--- src/sv/calmap_pkg.sv ---
// Shared types, constants and the segment table of the channel index map.
package calmap_pkg;

    // Number of channels in the map; also the index given for a miss.
    localparam int unsigned CHANNELS = 5184;
    localparam logic [12:0] INDEX_MISS = 13'(CHANNELS);

    // Number of contiguous index segments.
    localparam int unsigned NSEG = 14;

    // Operation codes.
    localparam logic OP_TO_INDEX   = 1'b0;
    localparam logic OP_TO_CHANNEL = 1'b1;

    // One segment: a depth, an eta band and the index range that it covers.
    typedef struct packed {
        logic [1:0]        depth;
        logic signed [5:0] lo;
        logic signed [5:0] hi;
        logic              odd_only;
        logic [12:0]       base;
        logic [12:0]       top;
    } t_seg;

    // Class result of a channel.
    typedef struct packed {
        logic sub;
        logic err;
    } t_class;

    // Segments in index order; top is the first index past the segment.
    localparam t_seg SEGS [NSEG] = '{
        '{2'd1, -6'sd29, -6'sd21, 1'b1, 13'd0,    13'd324},
        '{2'd1, -6'sd20, -6'sd1,  1'b0, 13'd324,  13'd1764},
        '{2'd1,  6'sd1,   6'sd20, 1'b0, 13'd1764, 13'd3204},
        '{2'd1,  6'sd21,  6'sd29, 1'b1, 13'd3204, 13'd3528},
        '{2'd2, -6'sd29, -6'sd21, 1'b1, 13'd3528, 13'd3852},
        '{2'd2, -6'sd20, -6'sd18, 1'b0, 13'd3852, 13'd4068},
        '{2'd2, -6'sd16, -6'sd15, 1'b0, 13'd4068, 13'd4212},
        '{2'd2,  6'sd15,  6'sd16, 1'b0, 13'd4212, 13'd4356},
        '{2'd2,  6'sd18,  6'sd20, 1'b0, 13'd4356, 13'd4572},
        '{2'd2,  6'sd21,  6'sd29, 1'b1, 13'd4572, 13'd4896},
        '{2'd3, -6'sd28, -6'sd27, 1'b1, 13'd4896, 13'd4968},
        '{2'd3, -6'sd16, -6'sd16, 1'b0, 13'd4968, 13'd5040},
        '{2'd3,  6'sd16,  6'sd16, 1'b0, 13'd5040, 13'd5112},
        '{2'd3,  6'sd27,  6'sd28, 1'b1, 13'd5112, 13'd5184}
    };

    // Barrel or endcap class, with the out-of-range cases flagged.
    function automatic t_class classify(input logic [1:0] depth,
                                        input logic signed [5:0] eta);
        logic [5:0] a;
        t_class     c;
        a = eta[5] ? 6'(~eta + 6'd1) : eta;
        c.err = (a > 6'd29) || (depth == 2'd0) || (a == 6'd29 && depth > 2'd2);
        if (c.err) begin
            c.sub = 1'b0;
        end else if (a <= 6'd15) begin
            c.sub = 1'b0;
        end else if (a == 6'd16) begin
            c.sub = (depth > 2'd2);
        end else begin
            c.sub = 1'b1;
        end
        return c;
    endfunction

endpackage

--- src/sv/calorimeter_channel_index_map.sv ---
// Top level of the calorimeter channel index map: triple to index and back.

// The block takes one item in every clock cycle and never raises busy. An
// accepted item is loaded into the input register, the segment lookup and
// index arithmetic run in one combinational pass, and the result register
// then loads the result. o_done is high for exactly the one cycle in which
// the result stands on the outputs; the receiver cannot stall, so it must take
// the result in that cycle. Results come out in the order items went in.
module calorimeter_channel_index_map (
    input  logic              i_clk,
    input  logic              i_rst_n,
    input  logic              start,
    output logic              busy,
    input  logic              i_operation,
    input  logic [1:0]        i_depth_in,
    input  logic signed [5:0] i_eta_in,
    input  logic [6:0]        i_phi_in,
    input  logic [12:0]       i_index_in,
    output logic              o_done,
    output logic [12:0]       o_index_out,
    output logic              o_found,
    output logic [1:0]        o_depth_out,
    output logic signed [5:0] o_eta_out,
    output logic [6:0]        o_phi_out,
    output logic              o_subdetector,
    output logic              o_class_error
);

    // Input register.
    logic              r_in_valid;
    logic              r_operation;
    logic [1:0]        r_depth;
    logic signed [5:0] r_eta;
    logic [6:0]        r_phi;
    logic [12:0]       r_index;

    // Result register.
    logic              r_done;
    logic [12:0]       r_index_out;
    logic              r_found;
    logic [1:0]        r_depth_out;
    logic signed [5:0] r_eta_out;
    logic [6:0]        r_phi_out;
    logic              r_sub;
    logic              r_err;

    logic [12:0]       n_index_out;
    logic              n_found;
    logic [1:0]        n_depth_out;
    logic signed [5:0] n_eta_out;
    logic [6:0]        n_phi_out;
    calmap_pkg::t_class n_class;

    // Forward path signals.
    logic              fwd_hit;
    logic [3:0]        fwd_k;
    calmap_pkg::t_seg  seg_f;
    logic [5:0]        diff_f;
    logic [4:0]        row_f;
    logic [6:0]        pm1_f;
    logic [6:0]        pos_f;
    logic              phi_ok_f;
    logic [12:0]       index_f;

    // Reverse path signals.
    logic              rev_hit;
    logic [3:0]        rev_k;
    calmap_pkg::t_seg  seg_r;
    logic [12:0]       off_r;
    logic [8:0]        q_r;
    logic [14:0]       prod_r;
    logic [4:0]        row_r;
    logic [12:0]       rowper_r;
    logic [6:0]        pos_r;
    logic [6:0]        phi_r;
    logic signed [5:0] eta_r;

    // Row number times channels per row (36 or 72) by shift and add.
    function automatic logic [12:0] row_times_per(input logic [4:0] row,
                                                  input logic odd);
        logic [12:0] r;
        r = {8'd0, row};
        if (odd) begin
            return (r << 5) + (r << 2);
        end else begin
            return (r << 6) + (r << 3);
        end
    endfunction

    assign busy = 1'b0;

    // Capture an item at every accept.
    always_ff @(posedge i_clk) begin
        if (!i_rst_n) begin
            r_in_valid <= 1'b0;
        end else begin
            r_in_valid <= start && !busy;
        end
        if (start && !busy) begin
            r_operation <= i_operation;
            r_depth     <= i_depth_in;
            r_eta       <= i_eta_in;
            r_phi       <= i_phi_in;
            r_index     <= i_index_in;
        end
    end

    // Forward lookup: find the segment that holds depth and eta.
    always_comb begin
        fwd_hit = 1'b0;
        fwd_k   = 4'd0;
        for (int k = 0; k < calmap_pkg::NSEG; k++) begin
            if (calmap_pkg::SEGS[k].depth == r_depth &&
                r_eta >= calmap_pkg::SEGS[k].lo && r_eta <= calmap_pkg::SEGS[k].hi) begin
                fwd_hit = 1'b1;
                fwd_k   = 4'(k);
            end
        end
        seg_f  = calmap_pkg::SEGS[fwd_k];
        diff_f = r_eta - seg_f.lo;
        row_f  = diff_f[4:0];
        pm1_f  = r_phi - 7'd1;
        if (seg_f.odd_only) begin
            phi_ok_f = r_phi[0] && (r_phi <= 7'd71);
            pos_f    = {1'b0, pm1_f[6:1]};
        end else begin
            phi_ok_f = (r_phi >= 7'd1) && (r_phi <= 7'd72);
            pos_f    = pm1_f;
        end
        index_f = seg_f.base + row_times_per(row_f, seg_f.odd_only) + {6'd0, pos_f};
    end

    // Reverse lookup: find the segment whose index range holds the index,
    // then split the offset into row and position. The row is the offset
    // over 8 (or 4) divided by 9, done as a multiply by 57 and shift by 9,
    // exact for quotients below 512.
    always_comb begin
        rev_hit = 1'b0;
        rev_k   = 4'd0;
        for (int k = 0; k < calmap_pkg::NSEG; k++) begin
            if (r_index >= calmap_pkg::SEGS[k].base && r_index < calmap_pkg::SEGS[k].top) begin
                rev_hit = 1'b1;
                rev_k   = 4'(k);
            end
        end
        seg_r    = calmap_pkg::SEGS[rev_k];
        off_r    = r_index - seg_r.base;
        q_r      = seg_r.odd_only ? off_r[10:2] : {1'b0, off_r[10:3]};
        prod_r   = {6'd0, q_r} * 15'd57;
        row_r    = prod_r[13:9];
        rowper_r = row_times_per(row_r, seg_r.odd_only);
        pos_r    = 7'(off_r - rowper_r);
        phi_r    = seg_r.odd_only ? {pos_r[5:0], 1'b1} : (pos_r + 7'd1);
        eta_r    = seg_r.lo + $signed({1'b0, row_r});
    end

    // Select the result of the requested operation and classify it.
    always_comb begin
        n_index_out = calmap_pkg::INDEX_MISS;
        n_found     = 1'b0;
        n_depth_out = 2'd0;
        n_eta_out   = 6'sd0;
        n_phi_out   = 7'd0;
        case (r_operation)
            calmap_pkg::OP_TO_INDEX: begin
                if (fwd_hit && phi_ok_f) begin
                    n_index_out = index_f;
                    n_found     = 1'b1;
                    n_depth_out = r_depth;
                    n_eta_out   = r_eta;
                    n_phi_out   = r_phi;
                end
                n_class = calmap_pkg::classify(r_depth, r_eta);
            end
            calmap_pkg::OP_TO_CHANNEL: begin
                if (rev_hit) begin
                    n_index_out = r_index;
                    n_found     = 1'b1;
                    n_depth_out = seg_r.depth;
                    n_eta_out   = eta_r;
                    n_phi_out   = phi_r;
                end
                n_class = calmap_pkg::classify(n_depth_out, n_eta_out);
            end
            default: begin
                n_class = calmap_pkg::classify(2'd0, 6'sd0);
            end
        endcase
    end

    // Result register; the strobe marks one cycle per item.
    always_ff @(posedge i_clk) begin
        if (!i_rst_n) begin
            r_done <= 1'b0;
        end else begin
            r_done <= r_in_valid;
        end
        if (r_in_valid) begin
            r_index_out <= n_index_out;
            r_found     <= n_found;
            r_depth_out <= n_depth_out;
            r_eta_out   <= n_eta_out;
            r_phi_out   <= n_phi_out;
            r_sub       <= n_class.sub;
            r_err       <= n_class.err;
        end
    end

    assign o_done        = r_done;
    assign o_index_out   = r_index_out;
    assign o_found       = r_found;
    assign o_depth_out   = r_depth_out;
    assign o_eta_out     = r_eta_out;
    assign o_phi_out     = r_phi_out;
    assign o_subdetector = r_sub;
    assign o_class_error = r_err;

    // Every accepted item gives its result through the input and result registers.
    a_done_follows: assert property (@(posedge i_clk) disable iff (!i_rst_n)
        (start && !busy) |=> ##1 o_done)
        else $error("accepted item gave no result");

    // A hit carries an index inside the map and a real depth.
    a_found_index: assert property (@(posedge i_clk) disable iff (!i_rst_n)
        (o_done && o_found) |-> (o_index_out < calmap_pkg::INDEX_MISS &&
                                 o_depth_out != 2'd0))
        else $error("found result with bad index or depth");

    // A miss carries the miss index and a zero channel.
    a_miss_zero: assert property (@(posedge i_clk) disable iff (!i_rst_n)
        (o_done && !o_found) |-> (o_index_out == calmap_pkg::INDEX_MISS &&
                                  o_depth_out == 2'd0 && o_phi_out == 7'd0))
        else $error("miss result not cleared");

    // A class error never comes with the endcap class.
    a_err_barrel: assert property (@(posedge i_clk) disable iff (!i_rst_n)
        (o_done && o_class_error) |-> !o_subdetector)
        else $error("class error with endcap class");

endmodule
--- config.mk ---
export PLATFORM = sky130hd
export DESIGN_NAME = calorimeter_channel_index_map
export DESIGN_NICKNAME = d
export VERILOG_FILES = /design/src/sv/calmap_pkg.sv /design/src/sv/calorimeter_channel_index_map.sv
export SDC_FILE = /design/constraint.sdc
export NUM_CORES = 1
export LEC_CHECK = 0
export ABC_AREA = 1
export BUFFER_PORTS_ARGS = -buffer_cell sky130_fd_sc_hd__buf_2
export CORE_AREA = 2 2 176 178
export CTS_BUF_LIST = sky130_fd_sc_hd__clkbuf_2
export DETAILED_ROUTE_END_ITERATION = 12
export DIE_AREA = 0 0 178 180
export HOLD_SLACK_MARGIN = 0.05
export SETUP_SLACK_MARGIN = 0.5
export SLEW_MARGIN = 20
export SYNTH_ARGS = -nofsm -noshare
export SYNTH_HDL_FRONTEND = slang
export SYNTH_SLANG_ARGS = --single-unit
--- constraint.sdc ---
create_clock -name i_clk -period 8.5 [get_ports i_clk]
set_input_delay 1.7 -clock i_clk [delete_from_list [all_inputs] [get_ports i_clk]]
set_output_delay 1.7 -clock i_clk [all_outputs]
set_load 0.02 [all_outputs]
==> impl_metrics.py <==
metrics = {
    "outcome": {
        "status": "completed",
    },
    "min_path": {
        "hp-class": "register to register",
        "holdPathStages": 2,
    },
    "clock_tree": {
        "cts_tree": "built",
        "cts_max_level": 3,
        "clock_sink_count": 62,
        "clk_latency_ps": 580,
        "root_buffer": "clkbuf_2",
        "clkTransAtPathRegs_ps": 230,
        "cts_hold_buf": 0,
        "cts_buffer_depth": 2,
        "cts_buffers": 9,
    },
    "setup_path": {
        "crit_top_cell": "nand2_1",
        "path_max_fanout": 4,
        "crit_path_end_kind": "register",
        "crit_required_ps": 8870,
        "path_class": "register to register",
        "cpMaxStageDelayCell": "edfxtp_1",
        "setup.worst_path.start_class": "register",
        "arrival_ps": 8020,
        "max_stage_delay_ps": 540,
        "r2r_cells": 49,
    },
    "detailed_routing": {
        "remaining_drc_errors": 0,
        "wl_um": 21200,
        "first_pass_iters": 7,
        "postRouteAntennaNets": 0,
        "drtIter0Drc": 443,
        "vias": 6925,
        "wl_per_cell_um": 14.2,
        "vias_per_cell": 4.62,
    },
    "logic_synthesis": {
        "syn_inst": 952,
        "synth_most_common_cell": "nand2_1",
        "ys_top_cells_by_count": "185 x nand2_1, 146 x inv_1, 84 x ha_1, 70 x nor2_1, 60 x edfxtp_1",
        "syn_area_per_cell_um2": 7.80,
        "yosysTopAreaCell": "edfxtp_1",
        "synth_area_um2": 7420,
        "synthDistinctLibCells": 56,
        "ys.flop_type": "edfxtp_1",
        "async_flop_share_pct": 0,
        "yosys_warnings": 0,
        "syn-num-nets": 1088,
        "ys_seq_area_share_pct": 24.8,
        "post_synth_main_area_contributors": "edfxtp_1 24%, ha_1 14%, nand2_1 9.4%",
        "synth.top_cell.area_share_pct": 24.3,
        "synth_edf_count": 60,
        "ys_ff_latch": 62,
    },
    "placed_design": {
        "port_buffers": 63,
        "dpl.hpwl_um": 16500,
        "dpl_cell_area_um2": 8470,
        "globalplace.congestion": 0.926,
    },
    "floorplanning": {
        "dieHeight_um": 180,
        "floorplan.initialDensity_pct": 24.6,
        "fp.dieW_um": 178,
        "die_area_um2": 32000,
        "coreArea_um2": 30200,
        "ios": 65,
        "rows": 64,
    },
    "cells_and_area": {
        "finalNetCount": 1235,
        "final_layout_size_suffix_gt1_share_pct": 34.2,
        "final_util_pct": 31.9,
        "area_growth_pct": 29.6,
        "final.fill_count": 3157,
        "register_area_um2": 1840,
        "final_cell_area_um2": 9620,
        "diodes": 0,
        "multi_input_area_um2": 5480,
    },
    "sta": {
        "maxSlewViolCount": 0,
        "rsz0062_at_grt": "yes",
        "max_freq_ghz": 0.131,
        "finalHoldViolCount": 0,
        "fin_skew_ps": 50.3,
        "setup-tns-final_ps": 0,
        "slew_headroom_pct": 37.4,
        "layout_min_cycle_time_ps": 7650,
        "min_period_over_period_pct": 90.0,
        "setup_viol": 0,
        "worst_pin_slew_ps": 938,
    },
    "grt": {
        "overflow": 0,
        "grt_max_degree": 33,
        "grt.total_usage_pct": 12.9,
        "antenna_found_initial": 0,
        "grt_pass1_vias": 6643,
        "grt_pass1_wl_um": 32700,
    },
    "run": {
        "max-cap-violations": 0,
    },
}
==> per-layer routing <==
layer  global-route usage (%)  share of wire, %  up-vias
met5                        0                 0        -
met4                     5.97               3.3        0
met3                     1.44               3.5       47
met2                     23.0                52      175
met1                     15.2                42     3262
li1                         -                 -     3441
==> registers in the layout, indices dropped and copies added (netlist names) <==
signal and flops:
r_index 13, r_in_valid 1, r_operation 1, o_found 1, r_depth 2, r_phi 7
o_subdetector 1, o_phi_out 7, o_class_error 1, o_depth_out 2, o_eta_out 6, r_eta 6
o_index_out 13, o_done 1
==> repair_timing <==
action	4_1_cts	5_1_grt
endpoints found under the setup margin	8	13
hold endpoints to repair	0	0
gates cloned	0	0
resized for setup	20	128
buffers inserted	13	30
pin swaps	1	92
==> critical path, delay by kind of cell, from the launching register on <==
kind                     cells  cell delay (ps)
AND/OR/NAND/NOR             24             2190
flip-flops                   1              540
adder cells (fa/ha/maj)      9             2520
XOR/XNOR                     3              670
buffers and inverters        9              920
AO/OA/AOI/OAI                4              600
==> stage by stage <==
| step | cells | setup WS, ps | hold WS (ps) |
|---|---|---|---|
| floorplan | 952 | 731 | 572 |
| global placement | 1441 | 26.6 | 673 |
| detailed placement | 1441 | -125 | 662 |
| CTS | 1470 | 501 | 691 |
| global route | 1500 | 346 | 749 |
| finish | 1500 | 847 | 683 |
==> path summary, 6_finish.rpt <==
check / startpoint / endpoint / slack [ps]
worst min register to register: r_operation$_DFFE_PP_ / o_class_error$_DFFE_PP_ / 680
worst min-delay path: r_operation$_DFFE_PP_ / o_class_error$_DFFE_PP_ / 680
worst max-delay path: r_index[8]$_DFFE_PP_ / o_subdetector$_DFFE_PP_ / 850
worst max register to register: r_index[8]$_DFFE_PP_ / o_subdetector$_DFFE_PP_ / 850
==> cells in the final DEF, fill, tap and decap left out, drive strengths merged, types with 6 or more instances in the layout <==
master	count
nand2	216
o22ai	22
xnor2	11
nor3	6
edfxtp	60
xor2	31
nand4	10
o21ai	66
a31oi	6
o21bai	8
nor2	87
buf	151
a21oi	48
ha	84
clkinv	6
nand3	60
clkbuf	9
inv	166
fa	20
==> kinds of logic after synthesis <==
group	after synthesis	synth area share, %
fa+ha+maj	104	19.6
other cells	1	0.0505
simple gates	387	24.7
xor+xnor	42	5.21
buf+inv	184	10.0
compound gates	172	15.6
flops	62	24.8
==> cell type report <==
type                    count  area share [%]
multi-input cells         706            57.0
clock inverters             7            1.01
flip-flops and latches     62            19.1
repair buffers            151            10.6
well taps                 396            5.15
clock buffers               9           0.468
inverters                 169            6.67
Power is not shown: default switching activity piles up to over one toggle a cycle in this logic, so the estimate is an artifact.
